File: src/lwpp_pkg.sv
// shared types, codes and constants of the lcd window pixel word packer
`timescale 1ns / 1ps

package lwpp_pkg;

    // pixels in one display row, upper bound of a line start width
    localparam int ROW_PIXELS = 132;

    // default depth of the queue between front and back
    localparam int Q_DEPTH = 4;

    // input item kinds as they arrive in tuser
    localparam logic [1:0] KIND_LINE  = 2'd0;
    localparam logic [1:0] KIND_PAIR  = 2'd1;
    localparam logic [1:0] KIND_PIXEL = 2'd2;

    // queued operation codes
    localparam logic [1:0] OP_LINE  = 2'd0;
    localparam logic [1:0] OP_PAIR  = 2'd1;
    localparam logic [1:0] OP_PIXEL = 2'd2;

    // index of the final word of each operation
    localparam logic [3:0] LAST_IDX_LINE  = 4'd6;
    localparam logic [3:0] LAST_IDX_PAIR  = 4'd2;
    localparam logic [3:0] LAST_IDX_PIXEL = 4'd9;

    // word positions inside an address window sequence
    localparam logic [3:0] W_PAGE_CMD = 4'd0;
    localparam logic [3:0] W_ROW_A    = 4'd1;
    localparam logic [3:0] W_ROW_B    = 4'd2;
    localparam logic [3:0] W_COL_CMD  = 4'd3;
    localparam logic [3:0] W_COL0     = 4'd4;
    localparam logic [3:0] W_COL1     = 4'd5;
    localparam logic [3:0] W_RAMWR    = 4'd6;
    localparam logic [3:0] W_PIX_HI   = 4'd7;
    localparam logic [3:0] W_PIX_LO   = 4'd8;
    localparam logic [3:0] W_NOP      = 4'd9;

    // configuration register indexes
    localparam logic [1:0] REG_PAGE_SET = 2'd0;
    localparam logic [1:0] REG_COL_SET  = 2'd1;
    localparam logic [1:0] REG_RAM_WR   = 2'd2;
    localparam logic [1:0] REG_NOP      = 2'd3;

    // register reset values
    localparam logic [7:0] RST_PAGE_SET = 8'd117;
    localparam logic [7:0] RST_COL_SET  = 8'd21;
    localparam logic [7:0] RST_RAM_WR   = 8'd92;
    localparam logic [7:0] RST_NOP      = 8'd37;

    // one queued operation
    typedef struct packed {
        logic [1:0]  op;
        logic [7:0]  col0;
        logic [7:0]  col1;
        logic [7:0]  row;
        logic [11:0] c1;
        logic [11:0] c2;
    } t_op;

    // command bytes handed to the back end
    typedef struct packed {
        logic [7:0] page_set;
        logic [7:0] col_set;
        logic [7:0] ram_wr;
        logic [7:0] nop;
    } t_opcodes;

endpackage

File: src/lwpp_front.sv
// front end: accepts request beats, checks them, tracks the open line, queues work
`timescale 1ns / 1ps

module lwpp_front
    import lwpp_pkg::*;
(
    input  logic        i_clk,
    input  logic        i_rst_n,
    input  logic        i_valid,
    output logic        o_ready,
    input  logic [1:0]  i_kind,
    input  logic [47:0] i_data,
    input  logic        i_full,
    output logic        o_push,
    output t_op         o_op
);

    logic [7:0]  col_start;
    logic [7:0]  row_index;
    logic [7:0]  line_width;
    logic [11:0] first_color;
    logic [11:0] second_color;
    logic        accept;
    logic        width_ok;
    logic [7:0]  pairs_dec;
    logic [7:0]  r_pairs, n_pairs;
    logic        r_open, n_open;

    // unpack the request fields
    assign col_start    = i_data[7:0];
    assign row_index    = i_data[15:8];
    assign line_width   = i_data[23:16];
    assign first_color  = i_data[35:24];
    assign second_color = i_data[47:36];

    assign o_ready = !i_full;
    assign accept  = i_valid && o_ready;

    assign width_ok  = (line_width != 8'd0) && (line_width <= 8'(ROW_PIXELS));
    assign pairs_dec = (r_pairs != 8'd0) ? r_pairs - 8'd1 : 8'd0;

    // classify the beat and compute the next line state
    always_comb begin
        o_push       = 1'b0;
        o_op.op      = OP_LINE;
        o_op.col0    = col_start;
        o_op.col1    = col_start + line_width - 8'd1;
        o_op.row     = row_index;
        o_op.c1      = first_color;
        o_op.c2      = second_color;
        n_pairs      = r_pairs;
        n_open       = r_open;
        case (i_kind)
            KIND_LINE: begin
                if (width_ok) begin
                    o_push  = accept;
                    o_op.op = OP_LINE;
                    if (accept) begin
                        n_pairs = {1'b0, line_width[7:1]} + {7'd0, line_width[0]};
                        n_open  = 1'b1;
                    end
                end
            end
            KIND_PAIR: begin
                if (r_open) begin
                    o_push  = accept;
                    o_op.op = OP_PAIR;
                    if (accept) begin
                        n_pairs = pairs_dec;
                        n_open  = (pairs_dec != 8'd0);
                    end
                end
            end
            KIND_PIXEL: begin
                o_push    = accept;
                o_op.op   = OP_PIXEL;
                o_op.col1 = col_start;
                if (accept) begin
                    n_pairs = 8'd0;
                    n_open  = 1'b0;
                end
            end
            default: begin
                o_push = 1'b0;
            end
        endcase
    end

    // line state registers
    always_ff @(posedge i_clk) begin
        if (!i_rst_n) begin
            r_pairs <= 8'd0;
            r_open  <= 1'b0;
        end else begin
            r_pairs <= n_pairs;
            r_open  <= n_open;
        end
    end

    // an open line always has pairs left, a closed one none
    a_open_pairs: assert property (@(posedge i_clk) disable iff (!i_rst_n)
        r_open == (r_pairs != 8'd0))
        else $error("line open flag disagrees with pair count");

endmodule

File: src/lwpp_fifo.sv
// short operation queue between front and back
`timescale 1ns / 1ps

module lwpp_fifo
    import lwpp_pkg::*;
#(
    parameter int DEPTH = Q_DEPTH
)
(
    input  logic i_clk,
    input  logic i_rst_n,
    input  logic i_push,
    input  t_op  i_data,
    output logic o_full,
    input  logic i_pop,
    output logic o_valid,
    output t_op  o_data
);

    localparam int PW = (DEPTH > 1) ? $clog2(DEPTH) : 1;
    localparam int CW = $clog2(DEPTH + 1);
    localparam logic [PW-1:0] PTR_LAST = PW'(DEPTH - 1);

    t_op             r_mem [DEPTH];
    logic [PW-1:0]   r_wr, r_rd;
    logic [CW-1:0]   r_count;

    assign o_full  = (r_count == CW'(DEPTH));
    assign o_valid = (r_count != '0);
    assign o_data  = r_mem[r_rd];

    // storage
    always_ff @(posedge i_clk) begin
        if (i_push) begin
            r_mem[r_wr] <= i_data;
        end
    end

    // pointers and fill count
    always_ff @(posedge i_clk) begin
        if (!i_rst_n) begin
            r_wr    <= '0;
            r_rd    <= '0;
            r_count <= '0;
        end else begin
            if (i_push) begin
                r_wr <= (r_wr == PTR_LAST) ? '0 : r_wr + 1'b1;
            end
            if (i_pop) begin
                r_rd <= (r_rd == PTR_LAST) ? '0 : r_rd + 1'b1;
            end
            if (i_push && !i_pop) begin
                r_count <= r_count + 1'b1;
            end else if (!i_push && i_pop) begin
                r_count <= r_count - 1'b1;
            end
        end
    end

    a_no_overflow: assert property (@(posedge i_clk) disable iff (!i_rst_n)
        i_push |-> !o_full)
        else $error("push into full queue");

    a_no_underflow: assert property (@(posedge i_clk) disable iff (!i_rst_n)
        i_pop |-> o_valid)
        else $error("pop from empty queue");

endmodule

File: src/lwpp_back.sv
// back end: expands ops to 9-bit words, one per cycle unless stalled
`timescale 1ns / 1ps

module lwpp_back
    import lwpp_pkg::*;
(
    input  logic       i_clk,
    input  logic       i_rst_n,
    input  t_opcodes   i_opc,
    input  logic       i_q_valid,
    input  t_op        i_q_op,
    output logic       o_pop,
    output logic       o_valid,
    input  logic       i_ready,
    output logic       o_is_data,
    output logic [7:0] o_byte,
    output logic       o_last
);

    logic [3:0] r_idx;
    logic [3:0] last_idx;
    logic       load;
    logic       w_is_data;
    logic [7:0] w_byte;
    logic       w_last;
    logic       r_valid;
    logic       r_is_data;
    logic [7:0] r_byte;
    logic       r_last;

    assign load  = i_q_valid && (!r_valid || i_ready);
    assign o_pop = load && w_last;

    // final word index of the head operation
    always_comb begin
        case (i_q_op.op)
            OP_LINE:  last_idx = LAST_IDX_LINE;
            OP_PAIR:  last_idx = LAST_IDX_PAIR;
            OP_PIXEL: last_idx = LAST_IDX_PIXEL;
            default:  last_idx = LAST_IDX_LINE;
        endcase
    end

    assign w_last = (r_idx == last_idx);

    // word selection
    always_comb begin
        w_is_data = 1'b1;
        w_byte    = 8'd0;
        if (i_q_op.op == OP_PAIR) begin
            case (r_idx)
                4'd0:    w_byte = i_q_op.c1[11:4];
                4'd1:    w_byte = {i_q_op.c1[3:0], i_q_op.c2[11:8]};
                default: w_byte = i_q_op.c2[7:0];
            endcase
        end else begin
            case (r_idx)
                W_PAGE_CMD: begin
                    w_is_data = 1'b0;
                    w_byte    = i_opc.page_set;
                end
                W_ROW_A, W_ROW_B: w_byte = i_q_op.row;
                W_COL_CMD: begin
                    w_is_data = 1'b0;
                    w_byte    = i_opc.col_set;
                end
                W_COL0:   w_byte = i_q_op.col0;
                W_COL1:   w_byte = i_q_op.col1;
                W_RAMWR: begin
                    w_is_data = 1'b0;
                    w_byte    = i_opc.ram_wr;
                end
                W_PIX_HI: w_byte = i_q_op.c1[11:4];
                W_PIX_LO: w_byte = {i_q_op.c1[3:0], 4'd0};
                W_NOP: begin
                    w_is_data = 1'b0;
                    w_byte    = i_opc.nop;
                end
                default:  w_byte = 8'd0;
            endcase
        end
    end

    // word counter and output valid
    always_ff @(posedge i_clk) begin
        if (!i_rst_n) begin
            r_idx   <= 4'd0;
            r_valid <= 1'b0;
        end else begin
            if (load) begin
                r_valid <= 1'b1;
                r_idx   <= w_last ? 4'd0 : r_idx + 4'd1;
            end else if (i_ready) begin
                r_valid <= 1'b0;
            end
        end
    end

    // output payload
    always_ff @(posedge i_clk) begin
        if (load) begin
            r_is_data <= w_is_data;
            r_byte    <= w_byte;
            r_last    <= w_last;
        end
    end

    assign o_valid   = r_valid;
    assign o_is_data = r_is_data;
    assign o_byte    = r_byte;
    assign o_last    = r_last;

    // the word counter only moves while an operation is queued
    a_idx_idle: assert property (@(posedge i_clk) disable iff (!i_rst_n)
        !i_q_valid |-> (r_idx == 4'd0))
        else $error("word counter off zero with empty queue");

    a_idx_range: assert property (@(posedge i_clk) disable iff (!i_rst_n)
        i_q_valid |-> (r_idx <= last_idx))
        else $error("word counter past end of operation");

endmodule

File: src/lcd_window_pixel_word_packer.sv
// top level: 9-bit lcd controller word packer with apb register port
//
// channel   dir  beat contents
// s_axis    in   tuser[1:0] kind; tdata col_start, row_index, line_width,
//                first_color, second_color (48 bits)
// m_axis    out  tuser is_data; tdata out_byte; tlast last word of a request
// apb       in   regs at 0x0 page set, 0x4 column set, 0x8 ram write, 0xc nop
//
// output runs at one word per cycle, set by the back end's single output register,
// while m_axis_tready is high and an operation is queued
// the front end takes one request per cycle while the queue has room,
// dropped requests (bad width, pair with no line, unknown kind) are taken but queue nothing
// reset is synchronous: clears the line state, the queue and the output,
// and loads the default command bytes
// output stalls back up into the queue and then into s_axis_tready
`timescale 1ns / 1ps

module lcd_window_pixel_word_packer
    import lwpp_pkg::*;
#(
    parameter int QUEUE_DEPTH = Q_DEPTH
)
(
    input  logic        i_clk,
    input  logic        i_rst_n,
    // request stream
    input  logic        s_axis_tvalid,
    output logic        s_axis_tready,
    input  logic [47:0] s_axis_tdata,  // col_start, row_index, line_width, first_color, second_color
    input  logic [1:0]  s_axis_tuser,  // kind
    // word stream
    output logic        m_axis_tvalid,
    input  logic        m_axis_tready,
    output logic [7:0]  m_axis_tdata,  // out_byte
    output logic        m_axis_tuser,  // is_data
    output logic        m_axis_tlast,
    // register port
    input  logic        psel,
    input  logic        penable,
    input  logic        pwrite,
    input  logic [3:0]  paddr,
    input  logic [31:0] pwdata,
    output logic [31:0] prdata,
    output logic        pready
);

    logic       q_full;
    logic       q_push;
    t_op        q_in;
    logic       q_pop;
    logic       q_valid;
    t_op        q_out;
    t_opcodes   r_opc;
    logic       cfg_wr;
    logic [1:0] cfg_idx;

    // register port
    assign pready  = 1'b1;
    assign cfg_wr  = psel && penable && pwrite && pready;
    assign cfg_idx = paddr[3:2];

    always_ff @(posedge i_clk) begin
        if (!i_rst_n) begin
            r_opc.page_set <= RST_PAGE_SET;
            r_opc.col_set  <= RST_COL_SET;
            r_opc.ram_wr   <= RST_RAM_WR;
            r_opc.nop      <= RST_NOP;
        end else if (cfg_wr) begin
            case (cfg_idx)
                REG_PAGE_SET: r_opc.page_set <= pwdata[7:0];
                REG_COL_SET:  r_opc.col_set  <= pwdata[7:0];
                REG_RAM_WR:   r_opc.ram_wr   <= pwdata[7:0];
                REG_NOP:      r_opc.nop      <= pwdata[7:0];
                default:      r_opc.nop      <= r_opc.nop;
            endcase
        end
    end

    // register read mux
    always_comb begin
        case (cfg_idx)
            REG_PAGE_SET: prdata = {24'd0, r_opc.page_set};
            REG_COL_SET:  prdata = {24'd0, r_opc.col_set};
            REG_RAM_WR:   prdata = {24'd0, r_opc.ram_wr};
            REG_NOP:      prdata = {24'd0, r_opc.nop};
            default:      prdata = 32'd0;
        endcase
    end

    lwpp_front u_front (
        .i_clk   (i_clk),
        .i_rst_n (i_rst_n),
        .i_valid (s_axis_tvalid),
        .o_ready (s_axis_tready),
        .i_kind  (s_axis_tuser),
        .i_data  (s_axis_tdata),
        .i_full  (q_full),
        .o_push  (q_push),
        .o_op    (q_in)
    );

    lwpp_fifo #(
        .DEPTH (QUEUE_DEPTH)
    ) u_fifo (
        .i_clk   (i_clk),
        .i_rst_n (i_rst_n),
        .i_push  (q_push),
        .i_data  (q_in),
        .o_full  (q_full),
        .i_pop   (q_pop),
        .o_valid (q_valid),
        .o_data  (q_out)
    );

    lwpp_back u_back (
        .i_clk     (i_clk),
        .i_rst_n   (i_rst_n),
        .i_opc     (r_opc),
        .i_q_valid (q_valid),
        .i_q_op    (q_out),
        .o_pop     (q_pop),
        .o_valid   (m_axis_tvalid),
        .i_ready   (m_axis_tready),
        .o_is_data (m_axis_tuser),
        .o_byte    (m_axis_tdata),
        .o_last    (m_axis_tlast)
    );

endmodule

File: config.mk
export PLATFORM = sky130hd
export DESIGN_NAME = lcd_window_pixel_word_packer
export DESIGN_NICKNAME = d
export VERILOG_FILES = /design/src/lwpp_pkg.sv /design/src/lwpp_front.sv /design/src/lwpp_fifo.sv /design/src/lwpp_back.sv /design/src/lcd_window_pixel_word_packer.sv
export SDC_FILE = /design/constraint.sdc
export NUM_CORES = 1
export LEC_CHECK = 0
export BUFFER_PORTS_ARGS = -buffer_cell sky130_fd_sc_hd__clkbuf_2
export CAP_MARGIN = 25
export CORE_ASPECT_RATIO = 0.5
export CORE_UTILIZATION = 59
export DETAILED_ROUTE_END_ITERATION = 7
export HOLD_SLACK_MARGIN = 0.08
export PLACE_DENSITY = 0.8
export SLEW_MARGIN = 15
export SYNTH_ARGS = -nofsm -noshare
export SYNTH_HDL_FRONTEND = slang
export SYNTH_SLANG_ARGS = --single-unit
File: constraint.sdc
create_clock -name i_clk -period 4.3 [get_ports i_clk]
set_clock_uncertainty 0.2 [all_clocks]
set_input_delay 0.86 -clock i_clk [delete_from_list [all_inputs] [get_ports i_clk]]
set_output_delay 0.86 -clock i_clk [all_outputs]
set_load 0.01 [all_outputs]
# Word level (Yosys, flattened, before mapping)
# Memory sizes are Yosys's and may differ from the RTL's. A register that Yosys moved wholly into a read port is not among the register bits.
# Index checks and enable logic that the tools add are counted.
# word_totals
in_bits	93
ram_bits	200
n_memories	1
ff_bits	63
wordCells	117
# op_classes
muxes	36
reduce_logical	31
n_lt_le_gt_ge	1
n_addsub	9
n_eq_ne	25
# mem_list
name	depth	width	rd	rd_ports_with_merged_regs	write_ports	line	source
u_fifo.r_mem	4	50	1	1	1	lwpp_fifo.sv:24	t_op r_mem [DEPTH];
# ops
cell	count
case mux 32 bit (4 select lines)	1
case mux 8 bit (9 select lines)	1
two-way mux 8 bit	8
case mux 8 bit (3 select lines)	1
nonzero test 8 bit	3
equality test 4 x 3 -> 1 bit (second input constant)	4
case mux 8 bit (2 select lines)	1
subtractor 8 x 1 -> 8 bit (second input constant)	2
two-way mux 1 bit	13
equality test 2 bit (second input constant)	6
!= test 2 x 1 -> 1 bit (second input constant)	5
adder 7 x 1 -> 8 bit	1
adder 8 bit	1
equality test 4 x 2 -> 1 bit (second input constant)	2
equality test 4 bit (second input constant)	2
<= comparator 8 bit (second input constant)	1
logical AND 1 bit	8
two-way mux 2 bit	4
case mux 4 bit (2 select lines)	1
AND reduction 2 bit	4
equality test 2 x 1 -> 1 bit (second input constant)	3
two-way mux 3 bit	2
case mux 1 bit (3 select lines)	2
AND reduction 6 bit	1
other kinds (18)	25

# Logic depth before layout (Yosys ltp)
# depth
depth_word	9
ltp_mapped	16
depth_no_buf	12

# Modules after synthesis
# A second synthesis with hierarchy kept.
# hier_totals
cells_unflattened	908
area_unflattened_um2	12758.5
# modules_own_cells
mod	area_per_inst_um2	n_inst	seq_area_each_um2	cells_per_inst
lwpp_fifo	7731.2	1	6185.9	306
lwpp_front	1811.7	1	180.2	251
lcd_window_pixel_word_packer	1681.6	1	640.6	163
lwpp_back	1534.0	1	400.4	188

# Worst setup path before layout
# OpenSTA, ideal clock, no wires.
# synth_path
kind	reg2reg
startpoint	register (tool-made name)
endpoint	register u_fifo.r_count[2]
path_stages_with_launch	16
synth_period_minus_slack_ns	3.910
slack_ns	0.390
n_path_buf	4
arrival_time_ns	3.639
setup_time_ns	0.071
cell_sequence	dfxtp_1 > buf_2 > buf_4 > buf_4 > buf_2 > mux4_2 > ha_1 > or3_1 > a211oi_1 > nand2_1 > ha_1 > inv_1 > fa_1 > xor2_1 > or3_1 > a21oi_1
# synth_lines
element	line	source
end signal: assignment	lwpp_fifo.sv:53	r_count <= r_count + 1'b1;
end signal: assignment	lwpp_fifo.sv:55	r_count <= r_count - 1'b1;
end: declaration	lwpp_fifo.sv:26	logic [CW-1:0] r_count;

==> impl_metrics.json <==
{
  "leakagePower_nw": 4.91,
  "initialDrtViolationCount": 975,
  "fmax_mhz": 287,
  "portBuffers": 86,
  "crit_type": "register to register",
  "ctsHoldBuffers": 0,
  "fin_ws_ps": 817,
  "synth-compound-area-share_pct": 8.23,
  "postCtsSetupBuffers": 0,
  "synth_edf_count": 210,
  "ys.flop_type": "edfxtp_1",
  "rows": 36,
  "crit_required_ps": 4500,
  "cap_violations": 0,
  "gp_congestion": 0.905,
  "dieWidth_um": 205,
  "drtPass1Iterations": 5,
  "syn_to_final_growth_pct": 11.5,
  "clockRootBuffer": "clkbuf_16",
  "start_kind": "register",
  "wl_per_cell_um": 22.1,
  "slew_headroom_pct": 34.3,
  "grt_max_degree": 51,
  "cts_sinks": 265,
  "grt_overflow": 0,
  "finalWirelength_um": 27500,
  "async_flop_share_pct": 0,
  "avgSynthCellArea_um2": 13.9,
  "ant_nets": 0,
  "clockBufferDepth": 3,
  "final-max-slew-violation-count": 0,
  "status": "complete, no violations",
  "synth_mux_area_share_pct": 12.9,
  "diodes": 0,
  "synth_top_family_by_area": "multiplexers",
  "cp_top_family": "adder cells",
  "setup_viol": 0,
  "yosysTopAreaCell": "edfxtp_1",
  "insertion_delay_ps": 520,
  "path_cells": "mux4_2 > ha_1 > or3_1 > a211oi_1 > nand2_1 > ha_1 > inv_1 > fa_1 > mux2i_1 > nor2_1",
  "power_w": 0.00600,
  "h-tree-depth": 1,
  "synth_xor_area_share_pct": 1.22,
  "holdCritPathClass": "register to register",
  "netlist_instances": 876,
  "cts-resized-gates": 0,
  "ys_types": 72,
  "hold_violations": 0,
  "r2r_slack_ps": 820,
  "viasPerCell": 6.36,
  "rsz0062_at_grt": "no",
  "ys_warn_count": 0,
  "dieHeight_um": 104,
  "pin_count": 138,
  "syn_area_um2": 12200,
  "cts_buffers": 23,
  "synthSimpleGateAreaFrac_pct": 8.61,
  "power_density_nw_per_um2": 442,
  "synth.ff_latch_count": 265,
  "timing.final.crit_period_ps": 3480,
  "core_um2": 19800,
  "dp_hpwl_um": 18000,
  "cp_max_fo": 27,
  "drive_gt1_share_pct": 20.4,
  "netlist_top_cells_area": "edfxtp_1 52%, dfxtp_1 9.0%, mux4_2 7.0%, mux2i_1 5.1%, ha_1 3.5%",
  "grtUsageTotal_pct": 26.2,
  "cp-end-kind": "register",
  "num_vias": 7906,
  "path_buf_inv": 1,
  "final_util_pct": 68.5,
  "tns_ps": 0,
  "seq_area_frac_synth_pct": 60.8,
  "final_nets": 1090,
  "synth_top_area_share_pct": 51.8,
  "synthAdderAreaFrac_pct": 3.82,
  "cp_data_arrival_time_ps": 3680,
  "worst_path_largest_cell_delay_ps": 620,
  "tightestPinTransition_ps": 978,
  "cts_tree": "built",
  "final.period_utilization_pct": 81.0,
  "cpMostUsedCell": "ha_1",
  "clkTransAtPathRegs_ps": 70,
  "grt_pass1_vias": 7529,
  "route.detailed.drc": 0,
  "slowest_stage": "dfxtp_4",
  "ir_worst_vdd_uv": 287,
  "start_util_pct": 61.5,
  "grt_pass1_wl_um": 42500,
  "pre_cts_slack_ps": 457,
  "die_area_um2": 21300,
  "antenna_found_initial": 0
}
[cell usage after synthesis, drive strengths merged (4+ instances only)]
cell and n:
o2bb2ai 7, o32ai 4, ha 34, or3 6, o21ai 17, mux2i 62, mux4 38, a31oi 7
a22oi 4, mux2 8, dfxtp 55, nand4 6, nand2 55, clkbuf 15, a22o 6, nor2b 4
nand4b 5, edfxtp 210, a221oi 9, xor2 8, a21oi 23, and3 9, a211oi 4, o31a 4
xnor2 9, nor3 6, buf 46, nor3b 8, and2 8, inv 47, nor2 49, a32o 5
nor4 6, o22ai 17, nand3 25
[worst reg2reg max path: stages (launching register included)]
cell      delay (ps)
dfxtp_4          620
mux4_2           410
ha_1             210
or3_1            310
a211oi_1         330
nand2_1          240
ha_1             270
inv_1             80
fa_1             410
mux2i_1          230
nor2_1            60
[flip-flops by register name (all words and copies together) (netlist names), named ones only]
signal	cells
u_fifo.r_rd	2
u_back.o_is_data	1
u_front.r_open	1
u_front.r_pairs	8
u_fifo.r_count	3
u_back.r_idx	4
u_fifo.r_wr	2
u_back.o_last	1
u_fifo.r_mem	200
r_opc	32
u_back.o_byte	8
u_back.o_valid	1
[path summary, 6_finish.rpt]
| path | from | endpoint | cells past startpoint |
|---|---|---|---|
| min reg2reg | u_fifo.r_rd[0] | register | 2 |
| min | u_fifo.r_rd[0] | register | 2 |
| max reg2reg | register | u_fifo.r_count[1] | 10 |
| max | register | u_fifo.r_count[1] | 10 |
[cells by family (layout without fill, tap and decap cells)]
kind of cell	after synthesis	in the layout
xor gates and xnor gates	17	17
buffers and inverters	110	188
and+or+nand+nor	202	202
other	2	25
AOI/OAI and AO/OA	136	136
DFF	265	265
muxes	108	108
adders and majority gates	36	36
[metal layers]
| metal | vias to the layer above | routed length [um] | track usage [%] | part of all wire (%) |
|---|---|---|---|---|
| met5 | - | 0 | 0 | 0 |
| met4 | 0 | 379 | 5.40 | 1.4 |
| met3 | 32 | 2560 | 4.37 | 9.3 |
| met2 | 438 | 12700 | 40.4 | 46 |
| met1 | 3935 | 11800 | 39.3 | 43 |
| li1 | 3501 | - | - | - |
[report_power, final]
group	total, W	switching, W	internal [W]
registers	0.00298	0.0000764	0.00291
logic	0.00101	0.000620	0.000394
clock network	0.00201	0.000903	0.00110
[area by class of cell]
| cell class | instances | area [um2] |
|---|---|---|
| clock inverters | 9 | 53.8 |
| well taps | 266 | 333 |
| multi-input cells | 524 | 4330 |
| flip-flops and latches | 265 | 7410 |
| inverters | 49 | 184 |
| fillers | 1367 | 6240 |
| repair buffers | 98 | 591 |
| clock buffers | 32 | 674 |
[layout by cell type, fill, tap and decap left out, types with 5 or more instances in the layout]
cell and n:
a21oi_1 23, a221oi_1 9, a22o_1 6, a31oi_1 7
a32o_1 5, and3_1 9, buf_4 7, clkbuf_16 25
clkbuf_2 88, clkinv_2 5, conb_1 25, dfxtp_1 53
edfxtp_1 210, ha_1 34, inv_1 47, mux2_2 8
mux2i_1 62, mux4_2 38, nand2_1 55, nand3_1 25
nand4_1 6, nand4b_1 5, nor2_1 49, nor3_1 6
nor3b_1 6, nor4_1 5, o21ai_0 17, o22ai_1 17
o2bb2ai_1 7, or3_1 6, xnor2_1 9, xor2_1 8
[per-stage QoR]
step	hold WS, ps	cell area [um2]	instances
finish	282	13600	1243
detailed placement	271	12800	1202
global placement	252	12800	1201
CTS	282	13600	1243
global route	310	13600	1243
floorplan	246	12300	899
(Power assumes the default switching activity.)
